--- src/design/bitmap_slot_allocator_core_macros.svh ---
// Assertion macros used by the allocator RTL.
`ifndef BITMAP_SLOT_ALLOCATOR_CORE_MACROS_SVH
`define BITMAP_SLOT_ALLOCATOR_CORE_MACROS_SVH

// Same-cycle implication, disabled while reset is asserted.
`define BSA_ASSERT_NOW(label, clk, rst_n, ante, cons, msg) \
	label: assert property (@(posedge clk) disable iff (!(rst_n)) (ante) |-> (cons)) \
		else $error(msg);

// Next-cycle implication, disabled while reset is asserted.
`define BSA_ASSERT_NEXT(label, clk, rst_n, ante, cons, msg) \
	label: assert property (@(posedge clk) disable iff (!(rst_n)) (ante) |=> (cons)) \
		else $error(msg);

`endif

--- src/design/bsa_pkg.sv ---
// Shared types and constants of the bitmap slot allocator.
package bsa_pkg;

	localparam int WORD_BITS_DEF = 32;
	localparam int NUM_WORDS_DEF = 32;
	localparam int SLOT_W        = 10;
	localparam int STATUS_W      = 2;

	typedef enum logic {
		OP_ALLOC = 1'b0,
		OP_FREE  = 1'b1
	} op_t;

	typedef enum logic [STATUS_W-1:0] {
		ST_OK        = 2'd0,
		ST_FULL      = 2'd1,
		ST_RANGE     = 2'd2,
		ST_NOT_ALLOC = 2'd3
	} status_t;

endpackage

--- src/design/bsa_ifs.sv ---
// Request and response channel interfaces of the bitmap slot allocator.
interface bsa_req_if;
	import bsa_pkg::*;

	logic                valid;
	logic                ready;
	op_t                 opcode;
	logic [SLOT_W-1:0]   slot_in;

	modport source (output valid, output opcode, output slot_in, input ready);
	modport sink   (input valid, input opcode, input slot_in, output ready);
endinterface

interface bsa_rsp_if;
	import bsa_pkg::*;

	logic                valid;
	logic                ready;
	logic [SLOT_W-1:0]   slot_out;
	status_t             status;

	modport source (output valid, output slot_out, output status, input ready);
	modport sink   (input valid, input slot_out, input status, output ready);
endinterface

--- src/design/bsa_ram.sv ---
// Generic single-write, single-read RAM with registered read data.
module bsa_ram #(
	parameter int WIDTH = 32,
	parameter int DEPTH = 32
) (
	input  logic                                        clk,
	input  logic                                        we,
	input  logic [((DEPTH > 1) ? $clog2(DEPTH) : 1)-1:0] waddr,
	input  logic [WIDTH-1:0]                            wdata,
	input  logic                                        re,
	input  logic [((DEPTH > 1) ? $clog2(DEPTH) : 1)-1:0] raddr,
	output logic [WIDTH-1:0]                            rdata
);
	logic [WIDTH-1:0] mem [DEPTH];

	always_ff @(posedge clk) begin
		if (we) begin
			mem[waddr] <= wdata;
		end
		if (re) begin
			rdata <= mem[raddr];
		end
	end
endmodule

--- src/design/bitmap_slot_allocator_core.sv ---
// Bitmap slot allocator: first-fit allocate and checked free over a slot bitmap held in a RAM.
// After reset the block clears the bitmap RAM, one word a cycle, and accepts no request until
// that pass ends. A free goes through accept, one RAM read and result; a free out of range
// skips the read. An allocate starts its scan at a hint, the lowest word that may have a clear
// bit, and reads on past every full word, one RAM read each; the single RAM read port sets
// that pace. Once the scan finds every word full the hint marks the store full and later
// allocates answer without a RAM read until a free lands. A result waits in the output
// register while the consumer stalls, and the next request is not taken until it has been
// handed to that register.
module bitmap_slot_allocator_core #(
	parameter int WORD_BITS = bsa_pkg::WORD_BITS_DEF,
	parameter int NUM_WORDS = bsa_pkg::NUM_WORDS_DEF
) (
	input  logic     clk,
	input  logic     arst_n,
	bsa_req_if.sink  req,
	bsa_rsp_if.source rsp
);
	import bsa_pkg::*;

	`include "bitmap_slot_allocator_core_macros.svh"

	localparam int AW        = (NUM_WORDS > 1) ? $clog2(NUM_WORDS) : 1;
	localparam int HW        = $clog2(NUM_WORDS + 1);
	localparam int BW        = $clog2(WORD_BITS);
	localparam int CAP       = WORD_BITS * NUM_WORDS;
	localparam int DIV_SHIFT = SLOT_W + 7;
	localparam int DIV_MUL   = ((1 << DIV_SHIFT) + WORD_BITS - 1) / WORD_BITS;
	localparam int MUL_W     = DIV_SHIFT + 1;
	localparam int PROD_W    = SLOT_W + MUL_W;

	typedef enum logic [3:0] {
		S_CLEAR = 4'b0001,
		S_IDLE  = 4'b0010,
		S_CHECK = 4'b0100,
		S_DONE  = 4'b1000
	} state_t;

	state_t               st_q;
	logic [AW-1:0]        clr_cnt_q;
	logic [HW-1:0]        hint_q;
	op_t                  op_q;
	logic [SLOT_W-1:0]    slot_q;
	logic [AW-1:0]        addr_q;
	logic [SLOT_W-1:0]    res_slot_q;
	status_t              res_status_q;
	logic                 out_valid_q;
	logic [SLOT_W-1:0]    out_slot_q;
	status_t              out_status_q;

	logic                 ram_we;
	logic [AW-1:0]        ram_waddr;
	logic [WORD_BITS-1:0] ram_wdata;
	logic                 ram_re;
	logic [AW-1:0]        ram_raddr;
	logic [WORD_BITS-1:0] rdata;

	logic                 accept;
	logic                 store_full;
	logic                 in_range;
	logic [PROD_W-1:0]    div_prod;
	logic [AW-1:0]        req_word;
	logic [31:0]          word_base;
	logic [31:0]          free_off;
	logic [BW-1:0]        free_bit;
	logic [BW-1:0]        ffz_idx;
	logic [31:0]          alloc_slot;
	logic                 word_full;
	logic                 last_word;
	logic                 load_out;
	logic [WORD_BITS-1:0] one_bit;

	bsa_ram #(
		.WIDTH(WORD_BITS),
		.DEPTH(NUM_WORDS)
	) u_ram (
		.clk  (clk),
		.we   (ram_we),
		.waddr(ram_waddr),
		.wdata(ram_wdata),
		.re   (ram_re),
		.raddr(ram_raddr),
		.rdata(rdata)
	);

	assign req.ready  = (st_q == S_IDLE);
	assign accept     = req.valid && req.ready;
	assign store_full = (hint_q == HW'(NUM_WORDS));
	assign in_range   = ({{(32-SLOT_W){1'b0}}, req.slot_in} < 32'(CAP));

	// Word index of a slot: multiply by a reciprocal, exact for every 10-bit slot.
	assign div_prod  = PROD_W'(req.slot_in) * PROD_W'(DIV_MUL);
	assign req_word  = div_prod[DIV_SHIFT +: AW];

	assign word_base  = 32'(addr_q) * 32'(WORD_BITS);
	assign free_off   = {{(32-SLOT_W){1'b0}}, slot_q} - word_base;
	assign free_bit   = free_off[BW-1:0];
	assign alloc_slot = word_base + 32'(ffz_idx);
	assign word_full  = &rdata;
	assign last_word  = (addr_q == AW'(NUM_WORDS - 1));
	assign one_bit    = {{(WORD_BITS-1){1'b0}}, 1'b1};
	assign load_out   = (st_q == S_DONE) && (!out_valid_q || rsp.ready);

	// Lowest clear bit of the word just read.
	always_comb begin
		ffz_idx = '0;
		for (int i = WORD_BITS - 1; i >= 0; i--) begin
			if (!rdata[i]) begin
				ffz_idx = BW'(i);
			end
		end
	end

	always_comb begin
		ram_re    = 1'b0;
		ram_raddr = addr_q;
		ram_we    = 1'b0;
		ram_waddr = addr_q;
		ram_wdata = rdata;
		case (st_q)
			S_CLEAR: begin
				ram_we    = 1'b1;
				ram_waddr = clr_cnt_q;
				ram_wdata = '0;
			end
			S_IDLE: begin
				if (accept) begin
					if (req.opcode == OP_ALLOC) begin
						ram_re    = !store_full;
						ram_raddr = hint_q[AW-1:0];
					end else begin
						ram_re    = in_range;
						ram_raddr = req_word;
					end
				end
			end
			S_CHECK: begin
				if (op_q == OP_ALLOC) begin
					if (word_full) begin
						ram_re    = !last_word;
						ram_raddr = addr_q + AW'(1);
					end else begin
						ram_we    = 1'b1;
						ram_wdata = rdata | (one_bit << ffz_idx);
					end
				end else if (rdata[free_bit]) begin
					ram_we    = 1'b1;
					ram_wdata = rdata & ~(one_bit << free_bit);
				end
			end
			default: begin
			end
		endcase
	end

	always_ff @(posedge clk or negedge arst_n) begin
		if (!arst_n) begin
			st_q      <= S_CLEAR;
			clr_cnt_q <= '0;
			hint_q    <= '0;
		end else begin
			case (st_q)
				S_CLEAR: begin
					clr_cnt_q <= clr_cnt_q + AW'(1);
					if (clr_cnt_q == AW'(NUM_WORDS - 1)) begin
						st_q <= S_IDLE;
					end
				end
				S_IDLE: begin
					if (accept) begin
						if (req.opcode == OP_ALLOC) begin
							st_q <= store_full ? S_DONE : S_CHECK;
						end else begin
							st_q <= in_range ? S_CHECK : S_DONE;
						end
					end
				end
				S_CHECK: begin
					if (op_q == OP_ALLOC) begin
						if (word_full) begin
							// Advance the hint past a full word.
							hint_q <= last_word ? HW'(NUM_WORDS) : HW'(addr_q) + HW'(1);
							if (last_word) begin
								st_q <= S_DONE;
							end
						end else begin
							st_q <= S_DONE;
						end
					end else begin
						if (rdata[free_bit] && (HW'(addr_q) < hint_q)) begin
							hint_q <= HW'(addr_q);
						end
						st_q <= S_DONE;
					end
				end
				S_DONE: begin
					if (load_out) begin
						st_q <= S_IDLE;
					end
				end
				default: begin
					st_q <= S_CLEAR;
				end
			endcase
		end
	end

	always_ff @(posedge clk) begin
		case (st_q)
			S_IDLE: begin
				if (accept) begin
					op_q   <= req.opcode;
					slot_q <= req.slot_in;
					if (req.opcode == OP_ALLOC) begin
						addr_q       <= hint_q[AW-1:0];
						res_slot_q   <= '0;
						res_status_q <= ST_FULL;
					end else begin
						addr_q       <= req_word;
						res_slot_q   <= req.slot_in;
						res_status_q <= ST_RANGE;
					end
				end
			end
			S_CHECK: begin
				if (op_q == OP_ALLOC) begin
					if (word_full) begin
						addr_q       <= addr_q + AW'(1);
						res_slot_q   <= '0;
						res_status_q <= ST_FULL;
					end else begin
						res_slot_q   <= alloc_slot[SLOT_W-1:0];
						res_status_q <= ST_OK;
					end
				end else begin
					res_slot_q   <= slot_q;
					res_status_q <= rdata[free_bit] ? ST_OK : ST_NOT_ALLOC;
				end
			end
			default: begin
			end
		endcase
	end

	always_ff @(posedge clk or negedge arst_n) begin
		if (!arst_n) begin
			out_valid_q <= 1'b0;
		end else if (load_out) begin
			out_valid_q <= 1'b1;
		end else if (rsp.ready) begin
			out_valid_q <= 1'b0;
		end
	end

	always_ff @(posedge clk) begin
		if (load_out) begin
			out_slot_q   <= res_slot_q;
			out_status_q <= res_status_q;
		end
	end

	assign rsp.valid    = out_valid_q;
	assign rsp.slot_out = out_slot_q;
	assign rsp.status   = out_status_q;

	`BSA_ASSERT_NOW(a_hint_bound, clk, arst_n, 1'b1, hint_q <= HW'(NUM_WORDS),
		"hint points beyond the bitmap")
	`BSA_ASSERT_NOW(a_no_accept_in_clear, clk, arst_n, st_q == S_CLEAR, !req.ready,
		"request taken during bitmap clear")
	`BSA_ASSERT_NOW(a_full_marks_hint, clk, arst_n,
		(st_q == S_DONE) && (op_q == OP_ALLOC) && (res_status_q == ST_FULL),
		store_full, "full status without the hint marking the store full")
	`BSA_ASSERT_NOW(a_write_states, clk, arst_n, ram_we,
		(st_q == S_CLEAR) || (st_q == S_CHECK), "bitmap written outside clear or check")
	`BSA_ASSERT_NEXT(a_check_leads_on, clk, arst_n,
		(st_q == S_CHECK) && !((op_q == OP_ALLOC) && word_full && !last_word),
		st_q == S_DONE, "check did not finish after its last read")
endmodule
--- src/flat_wrapper.sv ---
// flat-port wrapper written by rule: the top's interface ports become plain ports
module bitmap_slot_allocator_core_flat import bsa_pkg::*;
#(
	parameter int WORD_BITS = bsa_pkg::WORD_BITS_DEF,
	parameter int NUM_WORDS = bsa_pkg::NUM_WORDS_DEF
)
  (clk, arst_n, req_valid, req_opcode, req_slot_in, req_ready, rsp_valid, rsp_slot_out, rsp_status, rsp_ready);
  bsa_req_if req_i ();
  bsa_rsp_if rsp_i ();
  input  logic clk;
  input  logic arst_n;
  input wire logic [$bits(req_i.valid)-1:0] req_valid;
  input wire logic [$bits(req_i.opcode)-1:0] req_opcode;
  input wire logic [$bits(req_i.slot_in)-1:0] req_slot_in;
  output wire logic [$bits(req_i.ready)-1:0] req_ready;
  output wire logic [$bits(rsp_i.valid)-1:0] rsp_valid;
  output wire logic [$bits(rsp_i.slot_out)-1:0] rsp_slot_out;
  output wire logic [$bits(rsp_i.status)-1:0] rsp_status;
  input wire logic [$bits(rsp_i.ready)-1:0] rsp_ready;
  assign req_i.valid = req_valid;
  assign req_i.opcode = req_opcode;
  assign req_i.slot_in = req_slot_in;
  assign req_ready = req_i.ready;
  assign rsp_valid = rsp_i.valid;
  assign rsp_slot_out = rsp_i.slot_out;
  assign rsp_status = rsp_i.status;
  assign rsp_i.ready = rsp_ready;
  bitmap_slot_allocator_core #(.WORD_BITS(WORD_BITS), .NUM_WORDS(NUM_WORDS)) u_core (.clk(clk), .arst_n(arst_n), .req(req_i), .rsp(rsp_i));
endmodule
--- config.mk ---
export PLATFORM = sky130hd
export DESIGN_NAME = bitmap_slot_allocator_core_flat
export DESIGN_NICKNAME = d
export VERILOG_FILES = /design/src/design/bsa_pkg.sv /design/src/design/bsa_ifs.sv /design/src/design/bsa_ram.sv /design/src/design/bitmap_slot_allocator_core.sv /design/src/flat_wrapper.sv
export VERILOG_INCLUDE_DIRS = /design/src /design/src/design
export SDC_FILE = /design/constraint.sdc
export NUM_CORES = 2
export LEC_CHECK = 0
export BUFFER_PORTS_ARGS = -buffer_cell sky130_fd_sc_hd__buf_4
export CORE_MARGIN = 4
export CORE_UTILIZATION = 25
export CTS_BUF_LIST = sky130_fd_sc_hd__clkbuf_8
export DETAILED_ROUTE_END_ITERATION = 8
export PLACE_DENSITY = 0.42
export SLEW_MARGIN = 20
export SYNTH_ARGS = -nofsm -noshare
export SYNTH_HDL_FRONTEND = slang
export SYNTH_SLANG_ARGS = --single-unit
--- constraint.sdc ---
create_clock -name clk -period 5.65 [get_ports clk]
set_input_delay 1.13 -clock clk [delete_from_list [all_inputs] [get_ports clk]]
set_output_delay 1.13 -clock clk [all_outputs]
set_load 0.05 [all_outputs]
==> qor.csv <==
metric;value;unit
maxSlewHeadroom;24.0;%
synth.distinct_cells;63;
hold_path.class;flop to flop;
status;finished, final reports clean;
antenna_found_initial;7;
first_pass_iters;5;
path_class;flop to flop;
crit_path_end_kind;flop;
setup_viol;0;
drcViolationCount;0;
worstHoldPathCells;0;
placedCellCount;4462;
grt_pass1_vias;23688;
overflow;0;
post-cts-setup-buffers;0;
syn_nets;2158;
yosys.area_share.simple;3.21;%
viasPerCell;4.73;
dpl_worst_slack;778;ps
finalMaxSlewViolations;0;
min_from;u_core.res_slot_q[6]$_DFFE_PP_;
synth_top_area_share;75.1;%
cts_made_buffers;187;
yosysWarnings;0;
crit_path_max_fanout;32;
syn_area_per_cell;20.4;µm²
fin_ws;718;ps
hold_path_end;u_core.rsp.slot_out[6]$_DFFE_PP_;
nets;2351;
synth_flop_cell;edfxtp_1;
grtUsageTotal;14.2;%
synth_area;43600;µm²
fin_crit_sh;87.3;%
dr_total_vias;22664;
fin_crit;4930;ps
drt_iter0_markers;1922;
grt_pass1_wl;183000;µm
r2r_slack;720;ps
cellPowerDensity;419;nW/µm²
place.gp.congestion;0.878;
cts.path.max_buffers;3;
rsz0062_at_grt;no;
synth_most_common_cell;edfxtp_1;
hold_ws;417;ps
p_total;21300;µW
maxCapViolCount;0;
reg2reg_depth;10;
drive_above_1_share;28.5;%
fmax;203;MHz
cp.arrival;5460;ps
postRouteWirelength;130000;µm
cp-start-kind;flop;
ir_drop;0.000224;V
cts_tree;yes;
synth_xor_area_share;0.0804;%
hold_viol;0;
detailed_place_hpwl;77400;µm
skew;63.5;ps
antenna_left;0;
worst_pin_slew;1140;ps
synth_top_family_by_area;multiplexers;
r2r_end;u_core.u_ram.mem[30][2]$_DFFE_PP_;
synthAdderAreaFrac;0.258;%
grt_max_degree;56;
clkTransAtPathRegs;70;ps
ys_seq_area_share;76.3;%
synth_edf_count;1091;
wire_per_inst;27.0;µm
die_h;426;µm
syn_to_final_growth;16.6;%
die_x;426;µm
synth_mux_area_share;14.1;%
netlist_instances;2134;
p_leak;0.0156;µW
critPathRequiredTime;6180;ps
cts_max_level;4;
synth.ff_latch_count;1112;
synth.largest_area_cell;edfxtp_1;
clock-sinks;1112;
portBuffers;28;
synth_compound_area_share;4.40;%
final_cell_count_no_fill;4793;
ys_top_cells_by_count;edfxtp_1 (1,091), mux4_2 (266), o22ai_1 (133), nand2_1 (79), o21ai_0 (75);
synth_area_leaders;edfxtp_1 (75%), mux4_2 (14%), o22ai_1 (1.9%);
die_area;181000;µm²
ys_async_sr_fraction;1.44;%
placementRows;153;
clockRootBuffer;clkbuf_8;
rr_startpoint;u_core.slot_q[0]$_DFFE_PP_;
setup_tns;0;ps
core_area;174000;µm²
clock_latency;920;ps
pin_count;29;
initial_core_util;25.1;%
-- routing by layer --
metal	up-vias	routed length, µm	global-route usage, %
met5	-	0	0
met4	0	3230	4.38
met3	172	5950	2.57
met2	652	61600	22.6
met1	12418	58700	19.7
li1	9422	-	-
-- cell type report --
class | instances | area (µm²)
multi-input cells | 886 | 10200
well taps | 2325 | 2910
repair buffers | 121 | 1060
fillers | 17046 | 123000
clock buffers | 187 | 2570
clock inverters | 137 | 754
diodes | 6 | 15.0
flip-flops and latches | 1112 | 33300
inverters | 19 | 71.3
-- registers in the layout, indices dropped and copies added (netlist names) --
| signal | flops |
|---|---|
| u_core.rsp.slot_out | 10 |
| u_core.hint_q | 6 |
| u_core.rsp.valid | 1 |
| u_core.u_ram.mem | 1024 |
| u_core.addr_q | 5 |
| u_core.rsp.status | 2 |
| u_core.clr_cnt_q | 5 |
| u_core.res_status_q | 2 |
| u_core.op_q | 1 |
| u_core.slot_q | 10 |
| u_core.res_slot_q | 10 |
| u_core.st_q | 4 |
| u_core.u_ram.rdata | 32 |
-- stage by stage --
| stage | utilization, % | area (µm²) |
|---|---|---|
| after floorplan | - | 43600 |
| after global placement | 27.3 | 47400 |
| after detailed placement | 27.3 | 47500 |
| after CTS | 29.3 | 50800 |
| after global routing | 29.3 | 50800 |
| final | 29.3 | 50800 |
-- worst max-delay path, cell delays in order, from the launching register on --
cell and delay [ps]:
edfxtp_1 1030, mux4_2 650, mux4_2 490, mux2i_1 430, nand2_1 140, and3_1 250, nor2b_1 180, a21oi_2 600
buf_4 290, nor2_4 50, buf_4 350
-- cell families (layout without fill, tap and decap cells) --
group                      Yosys count  after routing
and+or+nand+nor                    275            275
other                                0              6
xor gates and xnor gates             4              4
muxes                              281            281
buffers and inverters              136            464
DFF                               1112           1112
AOI/OAI and AO/OA                  317            317
adders and majority gates            9              9
-- cell usage in the layout, fill, tap and decap left out, types with 6 or more instances in the layout --
cell      synthesis  final
nor4_1           33     33
o211ai_1          7      7
clkbuf_8          0    187
nand3_1          27     23
o31ai_4           0      7
ha_1              9      9
nor2_4            1     34
nor2_1           63     29
o21ai_2           1      7
o21ai_0          75     61
nand2b_1          8      8
clkinv_1          0     52
nand3b_1          8      8
o22ai_1         133    132
nand4_1          14     14
buf_12            0     10
nor2b_1           6      6
mux4_2          266    266
buf_4             7    109
edfxtp_1       1091   1091
inv_1            19     68
a21oi_1          49     40
clkinv_2          0     19
dfrtp_1          15     15
nand2_1          79     78
a21boi_0          8      8
a31oi_1          10     10
mux2i_1          12     12
diode_2           0      6
-- report_power, final --
part	total [µW]	leakage (µW)	internal, µW	switching [µW]
clock network	6560	0.00189	3250	3310
logic	4310	0.00346	1220	3090
registers	10400	0.0102	10200	175
-- worst max path at each step --
stage,startpoint,to,slack [ps],cells past startpoint
2_1_floorplan,u_core.st_q[3]$_DFFE_PN0P_,u_core.u_ram.rdata[0]$_DFFE_PP_,1590,4
3_3_place_gp,u_core.u_ram.rdata[0]$_DFFE_PP_,u_core.u_ram.rdata[8]$_DFFE_PP_,810,10
3_5_place_dp,req_valid,u_core.u_ram.rdata[8]$_DFFE_PP_,780,7
4_1_cts,u_core.u_ram.rdata[1]$_DFFE_PP_,u_core.u_ram.rdata[8]$_DFFE_PP_,760,8
5_1_grt,u_core.slot_q[0]$_DFFE_PP_,u_core.u_ram.mem[30][2]$_DFFE_PP_,570,10
6_report,u_core.slot_q[0]$_DFFE_PP_,u_core.u_ram.mem[30][2]$_DFFE_PP_,720,10
-- timing repair --
action | in CTS | in global routing
hold buffers | 1 | 0
endpoints found under the hold margin | 15 | 0
gates resized for setup | 0 | 0
No activity file was read; power rests on OpenSTA's default activity.
